**config.mk**
```make
export PLATFORM = sky130hd
export DESIGN_NAME = button_debounce_gesture_unit
export DESIGN_NICKNAME = d
export VERILOG_FILES = /design/src/rtl/bdg_pkg.sv /design/src/rtl/bdg_in_reg.sv /design/src/rtl/bdg_core.sv /design/src/rtl/bdg_out_reg.sv /design/src/rtl/button_debounce_gesture_unit.sv
export SDC_FILE = /design/constraint.sdc
export NUM_CORES = 1
export LEC_CHECK = 0
export ABC_AREA = 1
export BUFFER_PORTS_ARGS = -buffer_cell sky130_fd_sc_hd__buf_2
export CAP_MARGIN = 20
export CORE_ASPECT_RATIO = 1.25
export CORE_MARGIN = 2
export CORE_UTILIZATION = 45
export DETAILED_ROUTE_END_ITERATION = 12
export GPL_TIMING_DRIVEN = 0
export PLACE_DENSITY = 0.69
export SETUP_SLACK_MARGIN = 0.15
export SLEW_MARGIN = 20
export SYNTH_ARGS = -nofsm -noshare
export SYNTH_HDL_FRONTEND = slang
export SYNTH_SLANG_ARGS = --single-unit
```
**constraint.sdc**
```tcl
create_clock -name clk -period 11.5 [get_ports clk]
set_clock_uncertainty 0.15 [all_clocks]
set_input_delay 1.725 -clock clk [delete_from_list [all_inputs] [get_ports clk]]
set_output_delay 1.725 -clock clk [all_outputs]
set_load 0.01 [all_outputs]
```
**src/rtl/bdg_pkg.sv**
```systemverilog
// ----------------------------------------------------------------------------
// bdg_pkg
// Shared types, codes and reset values for the button debounce gesture unit.
// ----------------------------------------------------------------------------
`timescale 1ns / 1ps
`default_nettype none

package bdg_pkg;

  localparam int TIME_BITS_DEF = 32;
  localparam int CFG_W         = 16;
  localparam int NOW_W         = 32;

  localparam logic [CFG_W-1:0] DEBOUNCE_RESET   = 16'd50;
  localparam logic [CFG_W-1:0] LONG_PRESS_RESET = 16'd1000;

  // Operation codes
  localparam logic [1:0] OP_SAMPLE   = 2'd0;
  localparam logic [1:0] OP_RESYNC   = 2'd1;
  localparam logic [1:0] OP_SUPPRESS = 2'd2;

  // Configuration register indexes
  localparam logic REG_DEBOUNCE   = 1'b0;
  localparam logic REG_LONG_PRESS = 1'b1;

  // Event kinds
  localparam logic EV_SHORT = 1'b0;
  localparam logic EV_LONG  = 1'b1;

  typedef struct packed {
    logic [1:0]       op;
    logic             pressed;
    logic [NOW_W-1:0] now_time;
  } item_t;

  typedef struct packed {
    logic hit;
    logic kind;
  } res_t;

endpackage

`default_nettype wire

```
**src/rtl/bdg_in_reg.sv**
```systemverilog
// ----------------------------------------------------------------------------
// bdg_in_reg
// Input register: captures one item and holds it until the core takes it.
// ----------------------------------------------------------------------------
`timescale 1ns / 1ps
`default_nettype none

module bdg_in_reg (
  input  wire logic          clk,
  input  wire logic          rst,
  input  wire logic          in_valid,
  output logic               in_stall,
  input  wire bdg_pkg::item_t in_item,
  input  wire logic          out_free,
  output logic               fire,
  output bdg_pkg::item_t     item
);
  import bdg_pkg::*;

  logic vld;

  assign fire     = vld && out_free;
  assign in_stall = vld && !out_free;

  always_ff @(posedge clk) begin
    if (rst) begin
      vld <= 1'b0;
    end else if (!in_stall) begin
      vld <= in_valid;
    end
  end

  // Payload loads whenever the stage is free to take a new item.
  always_ff @(posedge clk) begin
    if (!in_stall && in_valid) begin
      item <= in_item;
    end
  end

endmodule

`default_nettype wire

```
**src/rtl/bdg_core.sv**
```systemverilog
// ----------------------------------------------------------------------------
// bdg_core
// Debounce and gesture state with its combinational next-state update for one item.
// ----------------------------------------------------------------------------
`timescale 1ns / 1ps
`default_nettype none

module bdg_core #(
  parameter int TIME_BITS = bdg_pkg::TIME_BITS_DEF
) (
  input  wire logic                     clk,
  input  wire logic                     rst,
  input  wire logic                     fire,
  input  wire bdg_pkg::item_t           item,
  input  wire logic                     cfg_write,
  input  wire logic                     cfg_index,
  input  wire logic [bdg_pkg::CFG_W-1:0] cfg_data,
  output bdg_pkg::res_t                 res
);
  import bdg_pkg::*;

  logic [CFG_W-1:0]     debounce_time;
  logic [CFG_W-1:0]     long_press_time;
  logic                 raw_level,        raw_level_next;
  logic                 stable_level,     stable_level_next;
  logic                 armed_flag,       armed_flag_next;
  logic                 long_reported,    long_reported_next;
  logic [TIME_BITS-1:0] raw_change_time,  raw_change_time_next;
  logic [TIME_BITS-1:0] press_start_time, press_start_time_next;

  logic [TIME_BITS-1:0] now_t;
  logic [TIME_BITS-1:0] deb_t;
  logic [TIME_BITS-1:0] lp_t;

  assign now_t = TIME_BITS'(item.now_time);
  assign deb_t = TIME_BITS'(debounce_time);
  assign lp_t  = TIME_BITS'(long_press_time);

  always_ff @(posedge clk) begin
    if (rst) begin
      debounce_time   <= DEBOUNCE_RESET;
      long_press_time <= LONG_PRESS_RESET;
    end else if (cfg_write) begin
      unique case (cfg_index)
        REG_DEBOUNCE:   debounce_time   <= cfg_data;
        REG_LONG_PRESS: long_press_time <= cfg_data;
      endcase
    end
  end

  always_comb begin
    logic                 deb_ok;
    logic                 short_out;
    logic [TIME_BITS-1:0] el_raw;
    logic [TIME_BITS-1:0] el_press;
    raw_level_next        = raw_level;
    stable_level_next     = stable_level;
    armed_flag_next       = armed_flag;
    long_reported_next    = long_reported;
    raw_change_time_next  = raw_change_time;
    press_start_time_next = press_start_time;
    res                   = '0;
    deb_ok                = 1'b0;
    short_out             = 1'b0;
    el_raw                = '0;
    el_press              = '0;

    unique case (item.op)
      OP_SAMPLE: begin
        raw_level_next = item.pressed;
        if (item.pressed != raw_level) begin
          raw_change_time_next = now_t;
        end
        el_raw = now_t - raw_change_time_next;
        deb_ok = (el_raw >= deb_t);

        if (raw_level_next != stable_level && deb_ok) begin
          stable_level_next = raw_level_next;
          if (raw_level_next) begin
            press_start_time_next = now_t;
            long_reported_next    = 1'b0;
          end else if (!armed_flag) begin
            armed_flag_next = 1'b1;
          end else if (!long_reported) begin
            short_out = 1'b1;
          end
        end

        if (short_out) begin
          res.hit  = 1'b1;
          res.kind = EV_SHORT;
        end else begin
          if (!armed_flag_next && !stable_level_next && deb_ok) begin
            armed_flag_next = 1'b1;
          end
          // Long press once the stable press has held long enough.
          el_press = now_t - press_start_time_next;
          if (armed_flag_next && stable_level_next && !long_reported_next &&
              long_press_time != '0 && el_press >= lp_t) begin
            long_reported_next = 1'b1;
            res.hit            = 1'b1;
            res.kind           = EV_LONG;
          end
        end
      end
      OP_RESYNC: begin
        raw_level_next        = item.pressed;
        stable_level_next     = item.pressed;
        armed_flag_next       = 1'b0;
        long_reported_next    = 1'b0;
        raw_change_time_next  = now_t;
        press_start_time_next = item.pressed ? now_t : '0;
      end
      OP_SUPPRESS: begin
        if (stable_level) begin
          long_reported_next = 1'b1;
        end
      end
      default: begin
      end
    endcase

    if (!fire) begin
      res = '0;
    end
  end

  always_ff @(posedge clk) begin
    if (rst) begin
      raw_level        <= 1'b0;
      stable_level     <= 1'b0;
      armed_flag       <= 1'b0;
      long_reported    <= 1'b0;
      raw_change_time  <= '0;
      press_start_time <= '0;
    end else if (fire) begin
      raw_level        <= raw_level_next;
      stable_level     <= stable_level_next;
      armed_flag       <= armed_flag_next;
      long_reported    <= long_reported_next;
      raw_change_time  <= raw_change_time_next;
      press_start_time <= press_start_time_next;
    end
  end

endmodule

`default_nettype wire

```
**src/rtl/bdg_out_reg.sv**
```systemverilog
// ----------------------------------------------------------------------------
// bdg_out_reg
// Result register: holds a gesture item until the consumer takes it.
// ----------------------------------------------------------------------------
`timescale 1ns / 1ps
`default_nettype none

module bdg_out_reg (
  input  wire logic          clk,
  input  wire logic          rst,
  input  wire bdg_pkg::res_t res,
  output logic               out_free,
  output logic               out_valid,
  input  wire logic          out_stall,
  output logic               event_kind
);
  import bdg_pkg::*;

  assign out_free = !out_valid || !out_stall;

  always_ff @(posedge clk) begin
    if (rst) begin
      out_valid <= 1'b0;
    end else if (out_free) begin
      out_valid <= res.hit;
    end
  end

  always_ff @(posedge clk) begin
    if (out_free && res.hit) begin
      event_kind <= res.kind;
    end
  end

endmodule

`default_nettype wire

```
**src/rtl/button_debounce_gesture_unit.sv**
```systemverilog
// One sample item per clock, back to back, unless a held result is stalled.
// An item is registered at its input. In the next cycle, unless the result
// register is held by a stall, the debounce and gesture state is updated from
// it, and any short or long press is loaded into the result register at that
// same edge. The state update is combinational; its path holds two timestamp
// subtractions with their compares.
// The input stalls only while a held result is itself stalled.
// ----------------------------------------------------------------------------
// button_debounce_gesture_unit
// Button debouncer with short and long press detection.
// ----------------------------------------------------------------------------
`timescale 1ns / 1ps
`default_nettype none

module button_debounce_gesture_unit #(
  parameter int TIME_BITS = bdg_pkg::TIME_BITS_DEF
) (
  input  wire logic                      clk,
  input  wire logic                      rst,
  input  wire logic                      in_valid,
  output logic                           in_stall,
  input  wire logic [1:0]                op,
  input  wire logic                      pressed,
  input  wire logic [bdg_pkg::NOW_W-1:0] now_time,
  output logic                           out_valid,
  input  wire logic                      out_stall,
  output logic                           event_kind,
  input  wire logic                      cfg_write,
  input  wire logic                      cfg_index,
  input  wire logic [bdg_pkg::CFG_W-1:0] cfg_data
);
  import bdg_pkg::*;

  item_t in_item;
  item_t item;
  res_t  res;
  logic  fire;
  logic  out_free;

  assign in_item.op       = op;
  assign in_item.pressed  = pressed;
  assign in_item.now_time = now_time;

  bdg_in_reg u_in (
    .clk      (clk),
    .rst      (rst),
    .in_valid (in_valid),
    .in_stall (in_stall),
    .in_item  (in_item),
    .out_free (out_free),
    .fire     (fire),
    .item     (item)
  );

  bdg_core #(
    .TIME_BITS (TIME_BITS)
  ) u_core (
    .clk       (clk),
    .rst       (rst),
    .fire      (fire),
    .item      (item),
    .cfg_write (cfg_write),
    .cfg_index (cfg_index),
    .cfg_data  (cfg_data),
    .res       (res)
  );

  bdg_out_reg u_out (
    .clk        (clk),
    .rst        (rst),
    .res        (res),
    .out_free   (out_free),
    .out_valid  (out_valid),
    .out_stall  (out_stall),
    .event_kind (event_kind)
  );

endmodule

`default_nettype wire

```
# Word level (Yosys, flattened, before mapping)
# Cells that the tools add are included.
totals:
  reg_bits: 138
  in_bits: 57
  output_inout_bits: 3
  wordCells: 91
op_classes:
  add_sub_neg: 2
  magnitude_cmp: 2
  n_eq_ne: 5
  n_mux: 35
  bitwise: 3
  reduce_logical: 30
ops:
  columns: ["operator", "count"]
  rows:
  - ["$mux 32", 6]
  - ["$pmux 32 s2", 2]
  - ["$ge 32x16->1", 2]
  - ["$sub 32x32->32", 2]
  - ["$mux 1", 20]
  - ["$reduce_bool 16->1", 1]
  - ["$logic_and 1x1->1", 11]
  - ["$mux 2", 4]
  - ["$reduce_and 2->1", 4]
  - ["$logic_not 1->1", 7]
  - ["$pmux 1 s2", 2]
  - ["$not 1->1", 3]
  - ["$pmux 1 s3", 1]
  - ["$reduce_and 3->1", 1]
  - ["$reduce_bool 3->1", 1]
  - ["$reduce_or 3->1", 1]
  - ["$eq 2x1->1 const B", 1]
  - ["$eq 2x2->1 const B", 1]
  - ["$logic_not 2->1", 1]
  - ["$ne 1x1->1", 2]
  - ["$ne 2x1->1 const B", 1]
  - ["$reduce_bool 2->1", 1]
  - ["$reduce_or 2->1", 1]
  - ["$logic_or 1x1->1", 1]

# Depth between registers and ports, before layout
depth:
  ltp_word: 23
  ltp_mapped: 64
  ltp_nobuf: 61

# By module
# Synthesis repeated with hierarchy kept, for this count alone.
hier_totals:
  hier_cells: 1674
  hier_area_um2: 11285.8
by_module_without_submodules:
  columns: ["module", "n_inst", "cells_each", "area_each_um2", "seq_area_each_um2"]
  rows:
  - ["bdg_core", 1, 1624, 10104.7, 2001.9]
  - ["bdg_in_reg", 1, 44, 1107.3, 1071.0]
  - ["bdg_out_reg", 1, 6, 73.8, 50.0]

# Least setup slack after synthesis
# Ideal clock, no wire load.
synth_path:
  kind: "register to register"
  startpoint: "reg u_in.item[32] (netlist name)"
  endpoint: "reg u_out.event_kind, enable pin"
  setup_time_ns: 0.236
  arrival_time_ns: 7.698
  required_time_ns: 11.114
  path_slack_ns: 3.415
  path_stages_with_launch: 59
  n_path_buf: 4
  synth_period_minus_slack_ns: 8.085
  path_cell_list: "edfxtp_1 inv_1 nand2_1 nand2_1 buf_1 buf_1 mux2i_1 ha_1 nand2_1 inv_1 nand2_1 inv_2 nand2_1 clkinv_1 nand2_1 nand2_2 xor2_1 ha_1 (+23 left out) xor2_1 ha_1 a21oi_1 nor2_1 nor2_1 o21ai_0 a21oi_1 nor2_1 a211oi_1 nand2_1 a21oi_1 nand3_1 nor2_1 nand3_2 nand2_2 nand2_1 nand2_2 inv_1"
synth_via:
  elab_chain_cells: 23
  word_cells_on_any_way: 40
  cone_classes: "2 x add/sub; 2 x order compare; 2 x eq/ne; 23 x mux; 11 x reduce/logical"
synth_lines:
  columns: ["element", "line", "text"]
  rows:
  - ["parallel branches: the longest is 19 deep, another holds $sub 32x32->32", null, null]
  - ["$mux 2 *", "bdg_core.sv:89", "if (short_out) begin"]
  - ["$mux 2 *", "bdg_core.sv:68", "unique case (item.op)"]
  - ["$mux 2 *", "bdg_core.sv:123", "if (!fire) begin"]
  - ["$logic_and 1x1->1 *", "bdg_out_reg.sv:30", "if (out_free && res.hit) begin"]
  - ["end signal, assigned", "bdg_out_reg.sv:31", "event_kind <= res.kind;"]
  - ["end, declared", "bdg_out_reg.sv:15", "output logic event_kind"]
# Every way passes the cells marked *. The select of a mux whose other input is x is not followed.
# A chain may end at the register's enable or synchronous reset.

# Worst setup path in the final report
layout_path:
  startpoint: "reg u_in.item[32] (netlist name)"
  endpoint: "reg u_out.event_kind, enable pin"
layout_via:
  elab_chain_cells: 23
  word_cells_on_any_way: 40
  cone_classes: "2 x add/sub; 2 x order compare; 2 x eq/ne; 23 x mux; 11 x reduce/logical"
layout_lines:
  columns: ["element", "line"]
  rows:
  - ["parallel branches: the longest is 19 deep, another holds $sub 32x32->32", null]
  - ["$mux 2 *", "bdg_core.sv:89"]
  - ["$mux 2 *", "bdg_core.sv:68"]
  - ["$mux 2 *", "bdg_core.sv:123"]
  - ["$logic_and 1x1->1 *", "bdg_out_reg.sv:30"]
# Marks and branches as above.

==> results.md <==
- The type of the most critical hold path is reg -> reg.
- The total wire length after detailed routing is 35,200 um.
- The horizontal die dimension is 145 um.
- The initial core utilization is 0.459.
- The via count of the first global-routing pass came to 11,200.
- After the flow finishes, the layout carries non-filler instances totaling 2,098.
- The count of cells along the worst hold path is 2.
- The worst register-to-register path has a depth of 60.
- The data arrival time of the worst path is 10,500 ps.
- The maximum single-stage delay on the critical path is 650 ps.
- The length of the first detailed-routing pass in iterations is 6.
- Setup total negative slack on the finished layout was measured at 0 ps.
- Along the worst path, the maximum fanout reaches 19.
- Row generation in the floorplan step produced 64 rows.
- The average via count per standard cell is 5.47.
- After detailed routing, the number of remaining DRC violations is 0.
- The first global-routing pass estimated 56,600 um of wire.
- The count of pins over their slew limit is 0.
- The leading cell type in the layout, fill and taps excluded is sky130_fd_sc_hd__nand2_1.
- The share of cells above drive strength 1 is 0.105.
- The number of H-tree branching levels is 4.
- The number of buffer cells added on primary ports is 59.
- The synthesized netlist occupies a cell area of 11,200 um^2.
- The count of warnings emitted by yosys is 0.
- The maximum number of pins on one net before global-route repair is 36.
- The layout overhead on the synthesized area is 11.3%.
- Routability-driven placement finished with a final weighted congestion of 1.05.
- The flow ran to the end, and the final reports show no timing, DRC or antenna violations.
- The number of nets in the layout is 1,898.
- The average wire length per cell after detail routing is 16.8 um.
- TritonCTS built the clock tree.
- The worst setup path is launched from a flip-flop.
- The clock-pin transition on the worst setup and hold timing paths is 70 ps.
- The setup fix buffers added after clock tree synthesis is 0.
- The worst IR drop on VDD is 0.164 mV.
- The number of buffers added by the clock tree synthesis step is 17.
- The repair_antennas step left the layout with diodes totalling 0.
- In this run the deepest clock path goes through 2 buffers.
- The post-DP HPWL is 28,700 um.
- The core region is 24,500 um^2.
- For the worst setup path, the data required time is 11,560 ps.
- The tool flagged a number of max-cap violations equal to 0.
- The part of the cycle the worst path needs is 0.908.
- The number of I/O pins is 60.
- At the pin with the least slew margin, the transition time is 823 ps.
- The synthesized design contains 36 enable-type register cells.
- The latest clock arrival within the worst-skew pair is 430 ps.
- At the end of the flow the core is filled with cells to 0.511.
- Among the stages of the critical path, the cell type that occurs most often is sky130_fd_sc_hd__nand2_1.
- The residual antenna-violating net count after detailed routing is 0.
- The count of endpoints failing hold in the final timing report is 0.
- The count of endpoints failing setup in the final report is 0.
- The total power divided by cell area is 129 nW/um^2.
- The most used flip-flop cell after synthesis is sky130_fd_sc_hd__dfxtp_1.
- Synthesis inferred 138 register bits.
- The endpoint kind of the worst setup timing path is a flip-flop.
- The synthesized instance count is 1,678.
- The final route contains 11,500 vias.
- The average instance area after synthesis is 6.70 um^2.
- The number of antenna violations at the first check in global routing is 0.
- The normalized max-slew margin is 0.446.
- CTS saw 138 sinks.
- Setup repair after global routing left no endpoint under its margin.
- Counting tap cells, the placed design contains a total of 2,067 instances.
- The cell at the slowest stage of the critical path is sky130_fd_sc_hd__o21ai_0.
- The smallest clock period supported by the final layout is computed as 10,440 ps.
- The floorplan step defined a die boundary enclosing 26,300 um^2.
- When the netlist entered floorplanning its net count stood at 1,821.
- The cell leakage power is 5.74 nW.
- The number of different library cells in the post-synthesis netlist is 47.
- The fraction of registers with async set or reset after synthesis is 0.
- The critical path is of the reg -> reg type.
- The share of the Yosys chip area taken by registers is 0.278.
- After global routing the overflow that remains totals 0.
- The library cells used most frequently in the layout, excluding fill and tap cells, are sky130_fd_sc_hd__nand2_1, sky130_fd_sc_hd__inv_1, sky130_fd_sc_hd__a21oi_1, sky130_fd_sc_hd__o21ai_0, sky130_fd_sc_hd__nor2_1.
- The number of hold-repair buffers added at the cts stage is 0.
- In this run the clock root is driven by a sky130_fd_sc_hd__clkbuf_16.
- The die height is 181 um.
- The detailed router finished its first iteration with 863 violations.
- Across every metal layer, demand over resource in global routing totals 0.269.
- The timing-limited maximum frequency is 95.8 MHz.
==> per-stage QoR <==
stage / power (mW) / setup slack, ps / hold WS (ps) / area (um^2)
after detailed placement: 1.08 / 796 / 302 / 12000
after global placement: 1.07 / 825 / 299 / 12000
after floorplan: 0.937 / 3420 / 285 / 11200
final: 1.62 / 1060 / 312 / 12500
after CTS: 1.61 / 716 / 311 / 12500
after global routing: 1.72 / 396 / 332 / 12500
==> metal layers <==
layer / global-route usage / wire length [um] / part of all wire / vias up
met1: 0.328 / 14900 / 0.42 / 5214
met2: 0.469 / 17100 / 0.49 / 388
met3: 0.0338 / 1780 / 0.051 / 92
met4: 0.128 / 1470 / 0.042 / 0
li1: - / - / - / 5773
met5: 0 / 0 / 0 / -
==> area by class of cell <==
| class | instances | area (um^2) |
|---|---|---|
| Sequential cell | 138 | 3120 |
| Inverter | 239 | 897 |
| Clock buffer | 19 | 433 |
| Clock inverter | 13 | 129 |
| Timing Repair Buffer | 59 | 295 |
| Buffer | 51 | 229 |
| Multi-Input combinational cell | 1249 | 6990 |
| Tap cell | 330 | 413 |
| Fill cell | 2552 | 12000 |
==> cell usage after synthesis (32+ instances only) <==
| cell | instances | area share |
|---|---|---|
| sky130_fd_sc_hd__o21ai_0 | 109 | 0.049 |
| sky130_fd_sc_hd__mux2i_1 | 38 | 0.034 |
| sky130_fd_sc_hd__nor2_1 | 108 | 0.036 |
| sky130_fd_sc_hd__inv_1 | 220 | 0.073 |
| sky130_fd_sc_hd__a31oi_1 | 35 | 0.019 |
| sky130_fd_sc_hd__edfxtp_1 | 36 | 0.096 |
| sky130_fd_sc_hd__nand2_1 | 424 | 0.14 |
| sky130_fd_sc_hd__clkbuf_1 | 40 | 0.013 |
| sky130_fd_sc_hd__nand3_1 | 69 | 0.031 |
| sky130_fd_sc_hd__dfxtp_1 | 102 | 0.18 |
| sky130_fd_sc_hd__ha_1 | 85 | 0.095 |
| sky130_fd_sc_hd__a21oi_1 | 142 | 0.063 |
| sky130_fd_sc_hd__o22ai_1 | 32 | 0.018 |
==> power by group <==
| group | internal (mW) | switching [mW] |
|---|---|---|
| clock network | 0.316 | 0.217 |
| logic | 0.187 | 0.350 |
| registers | 0.524 | 0.0214 |
==> registers in the layout, indices dropped and copies added (netlist names) <==
name	flops
u_core.raw_change_time	32
u_core.stable_level	1
u_core.debounce_time	16
u_core.raw_level	1
u_core.long_press_time	16
u_out.event_kind	1
u_core.press_start_time	32
u_core.long_reported	1
u_in.vld	1
u_core.armed_flag	1
u_in.item	35
u_out.out_valid	1
==> final timing paths <==
path / from / end / slack (ps)
max: u_in.item[32]$_DFFE_PP_ / u_out.event_kind$_SDFFCE_PP0P_ / 1060
min: u_core.debounce_time[15]$_SDFFE_PP0P_ / u_core.debounce_time[15]$_SDFFE_PP0P_ / 310
max reg2reg: u_in.item[32]$_DFFE_PP_ / u_out.event_kind$_SDFFCE_PP0P_ / 1060
min reg2reg: u_core.debounce_time[15]$_SDFFE_PP0P_ / u_core.debounce_time[15]$_SDFFE_PP0P_ / 310
==> cells by family (layout without fill, tap and decap cells) <==
group | Yosys count | count (layout) | synth area share
buffers and inverters | 291 | 381 | 0.100
flip-flops | 138 | 138 | 0.278
AND/OR/NAND/NOR | 726 | 726 | 0.287
AO/OA/AOI/OAI | 371 | 371 | 0.183
XOR/XNOR | 28 | 28 | 0.0218
adder cells (fa/ha/maj) | 86 | 86 | 0.0964
multiplexers | 38 | 38 | 0.0338
==> critical path, delay by kind of cell, from the launching register on <==
kind,cells,cell delay (ps)
xor gates and xnor gates,2,490
and+or+nand+nor,33,3490
muxes,1,310
buffers and inverters,11,1990
DFF,1,410
adders and majority gates,4,1330
AOI/OAI and AO/OA,9,2040
==> timing repair <==
action,CTS,global route
hold endpoints to repair,0,0
resized for setup,0,1
setup endpoints to repair,0,4
Power figures use the tool's default switching activity.
